### config.mk
export PLATFORM = sky130hd
export DESIGN_NAME = auto_range_color_map
export DESIGN_NICKNAME = d
export VERILOG_FILES = /design/src/hdl/arcm_pkg.sv /design/src/hdl/auto_range_color_map.sv /design/src/hdl/arcm_div.sv /design/src/hdl/arcm_blend.sv
export SDC_FILE = /design/constraint.sdc
export NUM_CORES = 1
export LEC_CHECK = 0
export ABC_AREA = 0
export BUFFER_PORTS_ARGS = -buffer_cell sky130_fd_sc_hd__buf_4
export CAP_MARGIN = 5
export CORE_MARGIN = 1.5
export CORE_UTILIZATION = 64
export DETAILED_ROUTE_END_ITERATION = 10
export PLACE_DENSITY = 0.86
export SLEW_MARGIN = 0
export SYNTH_ARGS = -nofsm -noshare
export SYNTH_HDL_FRONTEND = slang
export SYNTH_SLANG_ARGS = --single-unit
### constraint.sdc
create_clock -name clock -period 11.4 [get_ports clock]
set_input_delay 1.71 -clock clock [delete_from_list [all_inputs] [get_ports clock]]
set_output_delay 1.71 -clock clock [all_outputs]
set_load 0.05 [all_outputs]
### src/hdl/arcm_pkg.sv
package arcm_pkg;

   // defaults for the top-level parameters
   localparam int PALETTE_SIZE_DEFAULT = 10;
   localparam int SAMPLE_BITS_DEFAULT  = 16;

   // palette table depth and its index width
   localparam int TABLE_DEPTH = 32;
   localparam int ENTRY_BITS  = 5;

   // request codes
   localparam logic [1:0] REQ_CLEAR = 2'd0;
   localparam logic [1:0] REQ_WIDEN = 2'd1;
   localparam logic [1:0] REQ_MAP   = 2'd2;

   typedef struct packed {
      logic [1:0]  req_type;
      logic [15:0] sample_value;
   } req_item_type;

   typedef struct packed {
      logic [7:0] red;
      logic [7:0] green;
      logic [7:0] blue;
      logic [7:0] alpha;
      logic       range_empty;
   } rsp_item_type;

   typedef struct packed {
      logic [7:0] red;
      logic [7:0] green;
      logic [7:0] blue;
      logic [7:0] alpha;
   } color_type;

   typedef enum logic [1:0] {
      ST_IDLE,
      ST_PREP,
      ST_DIVIDE,
      ST_BLEND
   } state_type;

   // palette bytes, floor(255 * c); unused entries read as zero
   function automatic color_type palette_entry(input logic [ENTRY_BITS-1:0] idx);
      color_type c;
      case (idx)
         5'd0:    c = '{8'd10,  8'd44,  8'd121, 8'd255};
         5'd1:    c = '{8'd19,  8'd88,  8'd133, 8'd255};
         5'd2:    c = '{8'd28,  8'd135, 8'd145, 8'd255};
         5'd3:    c = '{8'd4,   8'd213, 8'd15,  8'd255};
         5'd4:    c = '{8'd170, 8'd241, 8'd0,   8'd255};
         5'd5:    c = '{8'd251, 8'd248, 8'd3,   8'd255};
         5'd6:    c = '{8'd245, 8'd206, 8'd9,   8'd255};
         5'd7:    c = '{8'd226, 8'd135, 8'd31,  8'd255};
         5'd8:    c = '{8'd209, 8'd104, 8'd47,  8'd255};
         5'd9:    c = '{8'd194, 8'd82,  8'd59,  8'd255};
         default: c = '0;
      endcase
      return c;
   endfunction

endpackage

### src/hdl/auto_range_color_map.sv
// clear and widen requests give no transfer on rsp
// a map request passes the PREP, DIVIDE and BLEND states before its result is loaded,
// with the radix-2 divider producing one position bit per cycle; an empty range skips DIVIDE
// req_ready is low while a map is in work; a result waits in the output register
// a map must leave BLEND before another request is taken; clear and widen one per cycle while idle
// reset is synchronous and active high: range unset, no result pending, sequencer idle
module auto_range_color_map #(
   parameter int PALETTE_SIZE = arcm_pkg::PALETTE_SIZE_DEFAULT,
   parameter int SAMPLE_BITS  = arcm_pkg::SAMPLE_BITS_DEFAULT
) (
   input  logic                   clock,
   input  logic                   reset,
   input  logic                   req_valid,
   output logic                   req_ready,
   input  arcm_pkg::req_item_type req_data,
   output logic                   rsp_valid,
   input  logic                   rsp_ready,
   output arcm_pkg::rsp_item_type rsp_data
);

   // bits of PALETTE_SIZE - 1
   localparam int MUL_BITS = $clog2(PALETTE_SIZE);
   // position has 8 fraction bits and never exceeds (PALETTE_SIZE - 1) * 256
   localparam int QUO_BITS = $clog2((PALETTE_SIZE - 1) * 256 + 1);
   localparam int NUM_BITS = SAMPLE_BITS + MUL_BITS + 8;

   // sequencer
   arcm_pkg::state_type state_ff, state_in;

   // tracked range
   logic [SAMPLE_BITS-1:0] range_low_ff, range_low_in;
   logic [SAMPLE_BITS-1:0] range_high_ff, range_high_in;
   logic                   range_seen_ff, range_seen_in;

   // item in work
   logic [SAMPLE_BITS-1:0] sample_ff, sample_in;
   logic                   empty_ff, empty_in;

   // result register
   logic                   rsp_valid_ff, rsp_valid_in;
   arcm_pkg::rsp_item_type rsp_data_ff, rsp_data_in;

   logic                   req_xfer;
   logic [SAMPLE_BITS-1:0] samp;
   logic [SAMPLE_BITS-1:0] clamped;
   logic [SAMPLE_BITS-1:0] diff;
   logic [SAMPLE_BITS-1:0] span;
   logic [NUM_BITS-1:0]    num;
   logic                   div_start;
   logic                   div_done;
   logic [QUO_BITS-1:0]    position;
   logic                   blend_load;
   arcm_pkg::rsp_item_type blend_out;

   // sample is used in its low SAMPLE_BITS bits
   assign samp     = SAMPLE_BITS'(req_data.sample_value);
   assign req_xfer = req_valid && req_ready;

   // next state
   always_comb begin
      state_in = state_ff;
      case (state_ff)
         arcm_pkg::ST_IDLE: begin
            if (req_xfer && req_data.req_type == arcm_pkg::REQ_MAP) begin
               state_in = arcm_pkg::ST_PREP;
            end
         end
         arcm_pkg::ST_PREP: begin
            // an empty range skips the divider entirely
            state_in = empty_ff ? arcm_pkg::ST_BLEND : arcm_pkg::ST_DIVIDE;
         end
         arcm_pkg::ST_DIVIDE: begin
            if (div_done) begin
               state_in = arcm_pkg::ST_BLEND;
            end
         end
         arcm_pkg::ST_BLEND: begin
            // hold until the output register is free
            if (!rsp_valid_ff || rsp_ready) begin
               state_in = arcm_pkg::ST_IDLE;
            end
         end
         default: state_in = arcm_pkg::ST_IDLE;
      endcase
   end

   // sequencer outputs
   always_comb begin
      req_ready  = 1'b0;
      div_start  = 1'b0;
      blend_load = 1'b0;
      case (state_ff)
         arcm_pkg::ST_IDLE:   req_ready  = 1'b1;
         arcm_pkg::ST_PREP:   div_start  = !empty_ff;
         arcm_pkg::ST_DIVIDE: ;
         arcm_pkg::ST_BLEND:  blend_load = !rsp_valid_ff || rsp_ready;
         default: ;
      endcase
   end

   // range tracking and capture of a map request
   always_comb begin
      range_low_in  = range_low_ff;
      range_high_in = range_high_ff;
      range_seen_in = range_seen_ff;
      sample_in     = sample_ff;
      empty_in      = empty_ff;
      if (req_xfer) begin
         case (req_data.req_type)
            arcm_pkg::REQ_CLEAR: begin
               range_low_in  = '0;
               range_high_in = '0;
               range_seen_in = 1'b0;
            end
            arcm_pkg::REQ_WIDEN: begin
               // first sample sets both bounds
               if (!range_seen_ff) begin
                  range_low_in  = samp;
                  range_high_in = samp;
                  range_seen_in = 1'b1;
               end else begin
                  if (samp < range_low_ff) begin
                     range_low_in = samp;
                  end
                  if (samp > range_high_ff) begin
                     range_high_in = samp;
                  end
               end
            end
            arcm_pkg::REQ_MAP: begin
               sample_in = samp;
               empty_in  = !range_seen_ff || (range_low_ff >= range_high_ff);
            end
            default: ;
         endcase
      end
   end

   // clamp into the range and scale to palette steps with 8 fraction bits
   always_comb begin
      clamped = sample_ff;
      if (sample_ff < range_low_ff) begin
         clamped = range_low_ff;
      end else if (sample_ff > range_high_ff) begin
         clamped = range_high_ff;
      end
   end

   assign diff = clamped - range_low_ff;
   assign span = range_high_ff - range_low_ff;
   assign num  = {(SAMPLE_BITS + MUL_BITS)'(diff) *
                  (SAMPLE_BITS + MUL_BITS)'(PALETTE_SIZE - 1), 8'd0};

   // divider: position = num / span
   arcm_div #(
      .DEN_BITS (SAMPLE_BITS),
      .QUO_BITS (QUO_BITS)
   ) u_div (
      .clock       (clock),
      .reset       (reset),
      .start       (div_start),
      .numerator   (num[QUO_BITS+SAMPLE_BITS-1:0]),
      .denominator (span),
      .done        (div_done),
      .quotient    (position)
   );

   arcm_blend #(
      .PALETTE_SIZE (PALETTE_SIZE),
      .QUO_BITS     (QUO_BITS)
   ) u_blend (
      .position    (position),
      .range_empty (empty_ff),
      .result      (blend_out)
   );

   // output register parts the result side from the sequencer
   always_comb begin
      rsp_valid_in = rsp_valid_ff;
      rsp_data_in  = rsp_data_ff;
      if (rsp_valid_ff && rsp_ready) begin
         rsp_valid_in = 1'b0;
      end
      if (blend_load) begin
         rsp_valid_in = 1'b1;
         rsp_data_in  = blend_out;
      end
   end

   always_ff @(posedge clock) begin
      if (reset) begin
         state_ff      <= arcm_pkg::ST_IDLE;
         range_low_ff  <= '0;
         range_high_ff <= '0;
         range_seen_ff <= 1'b0;
         rsp_valid_ff  <= 1'b0;
      end else begin
         state_ff      <= state_in;
         range_low_ff  <= range_low_in;
         range_high_ff <= range_high_in;
         range_seen_ff <= range_seen_in;
         rsp_valid_ff  <= rsp_valid_in;
      end
   end

   always_ff @(posedge clock) begin
      sample_ff   <= sample_in;
      empty_ff    <= empty_in;
      rsp_data_ff <= rsp_data_in;
   end

   assign rsp_valid = rsp_valid_ff;
   assign rsp_data  = rsp_data_ff;

   // a tracked range never inverts
   a_range_order: assert property (@(posedge clock) disable iff (reset)
      range_seen_ff |-> range_low_ff <= range_high_ff)
      else $error("range bounds inverted");

   // the divider finishes only while the sequencer waits for it
   a_div_done: assert property (@(posedge clock) disable iff (reset)
      div_done |-> state_ff == arcm_pkg::ST_DIVIDE)
      else $error("divider result outside divide phase");

   // an empty range never reaches the divider
   a_no_div_empty: assert property (@(posedge clock) disable iff (reset)
      state_ff == arcm_pkg::ST_DIVIDE |-> !empty_ff)
      else $error("divide started on empty range");

   // an empty result carries all-zero colour
   a_empty_zero: assert property (@(posedge clock) disable iff (reset)
      rsp_valid && rsp_data.range_empty |->
         rsp_data.red == 8'd0 && rsp_data.green == 8'd0 &&
         rsp_data.blue == 8'd0 && rsp_data.alpha == 8'd0)
      else $error("empty range result not zero");

endmodule

### src/hdl/arcm_div.sv
// restoring radix-2 divider, one quotient bit per cycle
module arcm_div #(
   parameter int DEN_BITS = arcm_pkg::SAMPLE_BITS_DEFAULT,
   parameter int QUO_BITS = 12
) (
   input  logic                         clock,
   input  logic                         reset,
   input  logic                         start,
   input  logic [DEN_BITS+QUO_BITS-1:0] numerator,
   input  logic [DEN_BITS-1:0]          denominator,
   output logic                         done,
   output logic [QUO_BITS-1:0]          quotient
);

   localparam int CNT_BITS = $clog2(QUO_BITS + 1);

   logic                busy_ff, busy_in;
   logic                done_ff, done_in;
   logic [CNT_BITS-1:0] cnt_ff, cnt_in;
   logic [DEN_BITS-1:0] rem_ff, rem_in;
   logic [DEN_BITS-1:0] den_ff, den_in;
   logic [QUO_BITS-1:0] sh_ff, sh_in;
   logic [QUO_BITS-1:0] quo_ff, quo_in;
   logic [DEN_BITS:0]   trial;
   logic                fits;

   // partial remainder stays below the divisor
   assign trial = {rem_ff, sh_ff[QUO_BITS-1]};
   assign fits  = trial >= {1'b0, den_ff};

   always_comb begin
      busy_in = busy_ff;
      done_in = 1'b0;
      cnt_in  = cnt_ff;
      rem_in  = rem_ff;
      den_in  = den_ff;
      sh_in   = sh_ff;
      quo_in  = quo_ff;
      if (start) begin
         busy_in = 1'b1;
         cnt_in  = CNT_BITS'(QUO_BITS);
         rem_in  = numerator[DEN_BITS+QUO_BITS-1:QUO_BITS];
         sh_in   = numerator[QUO_BITS-1:0];
         den_in  = denominator;
      end else if (busy_ff) begin
         rem_in = fits ? DEN_BITS'(trial - {1'b0, den_ff}) : DEN_BITS'(trial);
         sh_in  = {sh_ff[QUO_BITS-2:0], 1'b0};
         quo_in = {quo_ff[QUO_BITS-2:0], fits};
         cnt_in = cnt_ff - CNT_BITS'(1);
         if (cnt_ff == CNT_BITS'(1)) begin
            busy_in = 1'b0;
            done_in = 1'b1;
         end
      end
   end

   always_ff @(posedge clock) begin
      if (reset) begin
         busy_ff <= 1'b0;
         done_ff <= 1'b0;
         cnt_ff  <= '0;
      end else begin
         busy_ff <= busy_in;
         done_ff <= done_in;
         cnt_ff  <= cnt_in;
      end
   end

   always_ff @(posedge clock) begin
      rem_ff <= rem_in;
      den_ff <= den_in;
      sh_ff  <= sh_in;
      quo_ff <= quo_in;
   end

   assign done     = done_ff;
   assign quotient = quo_ff;

endmodule

### src/hdl/arcm_blend.sv
// palette lookup and linear blend of two neighbouring entries
module arcm_blend #(
   parameter int PALETTE_SIZE = arcm_pkg::PALETTE_SIZE_DEFAULT,
   parameter int QUO_BITS     = 12
) (
   input  logic [QUO_BITS-1:0]   position,
   input  logic                  range_empty,
   output arcm_pkg::rsp_item_type result
);

   localparam logic [arcm_pkg::ENTRY_BITS-1:0] TOP_ENTRY =
      arcm_pkg::ENTRY_BITS'(PALETTE_SIZE - 1);

   logic [arcm_pkg::ENTRY_BITS-1:0] lo_full;
   logic [arcm_pkg::ENTRY_BITS-1:0] lo_idx;
   logic [arcm_pkg::ENTRY_BITS-1:0] hi_idx;
   logic [7:0]                      frac;
   arcm_pkg::color_type             ca;
   arcm_pkg::color_type             cb;

   function automatic logic [7:0] mix(input logic [7:0] a, input logic [7:0] b,
                                      input logic [7:0] f);
      logic [15:0] v;
      v = 16'(a) * 16'(9'd256 - {1'b0, f}) + 16'(b) * 16'(f);
      return v[15:8];
   endfunction

   always_comb begin
      lo_full = arcm_pkg::ENTRY_BITS'(position >> 8);
      if (lo_full >= TOP_ENTRY) begin
         lo_idx = TOP_ENTRY;
         frac   = 8'd0;
         hi_idx = TOP_ENTRY;
      end else begin
         lo_idx = lo_full;
         frac   = position[7:0];
         hi_idx = lo_full + arcm_pkg::ENTRY_BITS'(1);
      end
   end

   assign ca = arcm_pkg::palette_entry(lo_idx);
   assign cb = arcm_pkg::palette_entry(hi_idx);

   always_comb begin
      if (range_empty) begin
         result             = '0;
         result.range_empty = 1'b1;
      end else begin
         result.red         = mix(ca.red,   cb.red,   frac);
         result.green       = mix(ca.green, cb.green, frac);
         result.blue        = mix(ca.blue,  cb.blue,  frac);
         result.alpha       = mix(ca.alpha, cb.alpha, frac);
         result.range_empty = 1'b0;
      end
   end

endmodule
==> run metrics <==
result of the run complete, no violations; Net count, final roughly 4000; buffer count from post-CTS setup fixing 0; setup repair after global routing missed its margin no; Max Root-Sink Buffers 2; Critical Path Start u_div.quotient[9]; total standard cell area after synthesis 27100 sq um; reg-to-reg startpoint u_div.quotient[9]; first-pass GRT wire length 131000 microns; CTS tree done; Pleak 0.0142 uW; die footprint 43600 sq um; commonest cells after routing, fill and taps aside 641 x inv_1, 393 x ha_1, 384 x fa_1, 349 x nor2_1, 269 x nand2_1; Starting DRT DRC Count 1871; storage element area 3780 sq um; Final Hold Fails 0; share of Yosys cell area claimed by the top area cell type 0.284; number of warnings reported in the yosys synthesis log 0; Overall Global Routing Usage 0.402; total via count in the routed design 21840; source-to-sink clock delay at the later pin of the worst-skew pair 0.49 ns; post-synthesis net count about 3900; standard cell core area 41900 sq um; Vias/cell 5.99; minimum setup slack after placement 1.48 ns; remaining global-route overflow 0; Worst Clk Skew 0.00970 ns; overall routed net length 83400 microns; dpl hpwl 67700 microns; proportion of register bits with asynchronous set or reset after synthesis 0; initial antenna violation count 0; endpoint of the worst setup timing path rsp_data[16]; proportion of layout cells with a drive suffix above 1 0.0509; first-pass iteration count of the detailed router 6; CP Class flip-flop to flip-flop; filler cell count 3337; cell types occupying the most area after synthesis fa_1 28%, ha_1 18%, edfxtp_1 11%, inv_1 8.9%, nor2_1 4.8%; port buffer count 56; area growth from synthesis to layout 6.04%; Setup WS post-layout 1.21 ns; number of enable flip-flop cells after synthesis 98; height of the die 209 microns; post-detailed-route DRC marker count 0; Period minus WS final 10.19 ns; final setup fails 0; clock tree root buffer cell clkbuf_16; gp weighted congestion approximately 1.0; CP max-delay cell xnor2_1; Crit path largest cell delay 0.86 ns; number of buffers inserted during clock tree synthesis 17; number of standard cells after synthesis between 3000 and 4000; worst voltage drop across the vdd grid 0.630 mV; most used flip-flop cell after synthesis edfxtp_1; worst reg2reg path endpoint rsp_data[16]; width of the die approximately 210 microns; sequential-to-total area share from yosys stat 0.140; most numerous cell on the critical path fa_1; logic depth of the worst register-to-register path 28; total negative setup slack 0 ns; H-tree Lvls 4; post-synthesis cell type count 84; number of pins with negative max-slew slack in the final report 0; Worst Hold Slack 0.494 ns; type of the most critical hold path flip-flop to flip-flop; wire length per cell after detailed routing 22.9 microns; slew of the pin with the lowest slew margin 1.25 ns; total power per unit cell area 255 nW/um^2; capturing element type of the critical path flip-flop; number of antenna-violating nets in the routed design 0; data arrival at the endpoint of the critical path between 10 and 15 ns; number of maximum-capacitance violations 0; register-to-register setup slack 1.21 ns; area used by multi-input combinational logic 20600 sq um; top achievable clock speed 98.2 MHz; most common cell after layout, fill and taps aside inv_1; Design Area, Final 28700 sq um; area post-placement 28100 sq um; worst path required time 11.62 ns; Relative slew margins 0.164; Initial Utilization 0.647; maximum number of pins on one net before global-route repair 44; Hold-fix buffers, CTS 0; Avg Cell Area, Syn 8.84 sq um; post-route clock period utilization 0.894; maximum fanout encountered on the critical timing path 23; Diodes inserted 0; TritonCTS Sinks 140; Cell Rows 75; Reg clk slew, reported paths about 0.07 ns; number of primary I/O pins 57; Core Util, Final 0.686; total of cells resized after clock tree synthesis 0; number of synthesized register bits 140; leading area contributor after synthesis fa_1; via count of the first global-routing pass 23604; type of element launching the critical path flip-flop
[cells by family after synthesis]
| logic type | count (synthesis) | share of synthesized area |
|---|---|---|
| buffers and inverters | 719 | 0.101 |
| adders and majority gates | 777 | 0.465 |
| DFF | 140 | 0.140 |
| and+or+nand+nor | 919 | 0.154 |
| muxes | 70 | 0.0260 |
| AOI/OAI and AO/OA | 339 | 0.0826 |
| xor gates and xnor gates | 100 | 0.0323 |
[worst min-delay path by stage]
stage / endpoint / startpoint / slack (ns) / cells after the start
2_1_floorplan: rsp_data[0] / empty_ff / 0.42 / 0
3_3_place_gp: range_low_ff[15] / range_low_ff[15] / 0.46 / 2
3_5_place_dp: u_div.quotient[7] / u_div.quotient[6] / 0.48 / 0
4_1_cts: range_low_ff[15] / range_low_ff[15] / 0.49 / 2
5_1_grt: range_low_ff[11] / range_low_ff[11] / 0.52 / 2
6_report: range_low_ff[15] / range_low_ff[15] / 0.49 / 2
[through the flow]
step	power, uW	std cells
2_1_floorplan	5310	3064
3_3_place_gp	6360	3614
3_5_place_dp	6710	3614
4_1_cts	7330	3646
5_1_grt	8180	3646
6_report	7310	3646
[worst max-delay path, delay by kind of cell (launching register included)]
kind / cells / cell delay, ns
xor+xnor: 2 / 1.01
simple gates: 8 / 2.48
compound gates: 5 / 1.65
buf+inv: 5 / 0.41
fa+ha+maj: 8 / 3.57
flops: 1 / 0.77
[cells in the mapped netlist, types with 6 or more instances]
master       n
clkbuf_1    59
nor2b_1     30
buf_2       14
nand4_1     22
nor2_1     349
xnor2_1     73
a21boi_0    10
a21oi_1    103
and2_1      29
xor2_1      27
nor3_1      49
a21o_1      31
ha_1       393
nor4_1       7
nand2_1    269
nor3b_1      8
o21a_1      24
nand2b_1    55
mux2i_1     68
edfxtp_1    98
nand3_1     38
inv_1      641
or2_2       16
a2111oi_0    6
o211ai_1    10
fa_1       384
a211oi_1     7
dfxtp_1     42
o21ai_0     72
o21bai_1     6
and3_1       9
or3_1       16
[sequential cells by signal, indices dropped and copies added (netlist names)]
register	flops
empty_ff	1
range_high_ff	16
range_low_ff	16
range_seen_ff	1
rsp_data	33
rsp_valid	1
sample_ff	16
state_ff	2
u_div.busy_ff	1
u_div.cnt_ff	4
u_div.den_ff	16
u_div.done	1
u_div.quotient	12
u_div.rem_ff	16
u_div.sh_ff	4
[area by class of cell]
type / instances / share of cell area
clock buffers: 22 / 0.0173
clock inverters: 10 / 0.00274
inverters: 642 / 0.0839
multi-input cells: 2205 / 0.718
flip-flops and latches: 140 / 0.132
well taps: 539 / 0.0235
repair buffers: 88 / 0.0230
[layer usage]
| layer | global-route usage | vias up | wire (microns) |
|---|---|---|---|
| met5 | 0 | - | 0 |
| met4 | 0.249 | 0 | 5910 |
| met3 | 0.0709 | 302 | 5670 |
| met2 | 0.673 | 933 | 40000 |
| met1 | 0.483 | 10783 | 31800 |
| li1 | - | 9822 | - |
[power breakdown]
group | total [uW] | internal (uW) | switching, uW
Sequential | 661 | 636 | 25.0
Combinational | 6090 | 2600 | 3480
Clock | 563 | 312 | 251
Total | 7310 | 3550 | 3760
No activity file was read; power rests on OpenSTA's default activity.
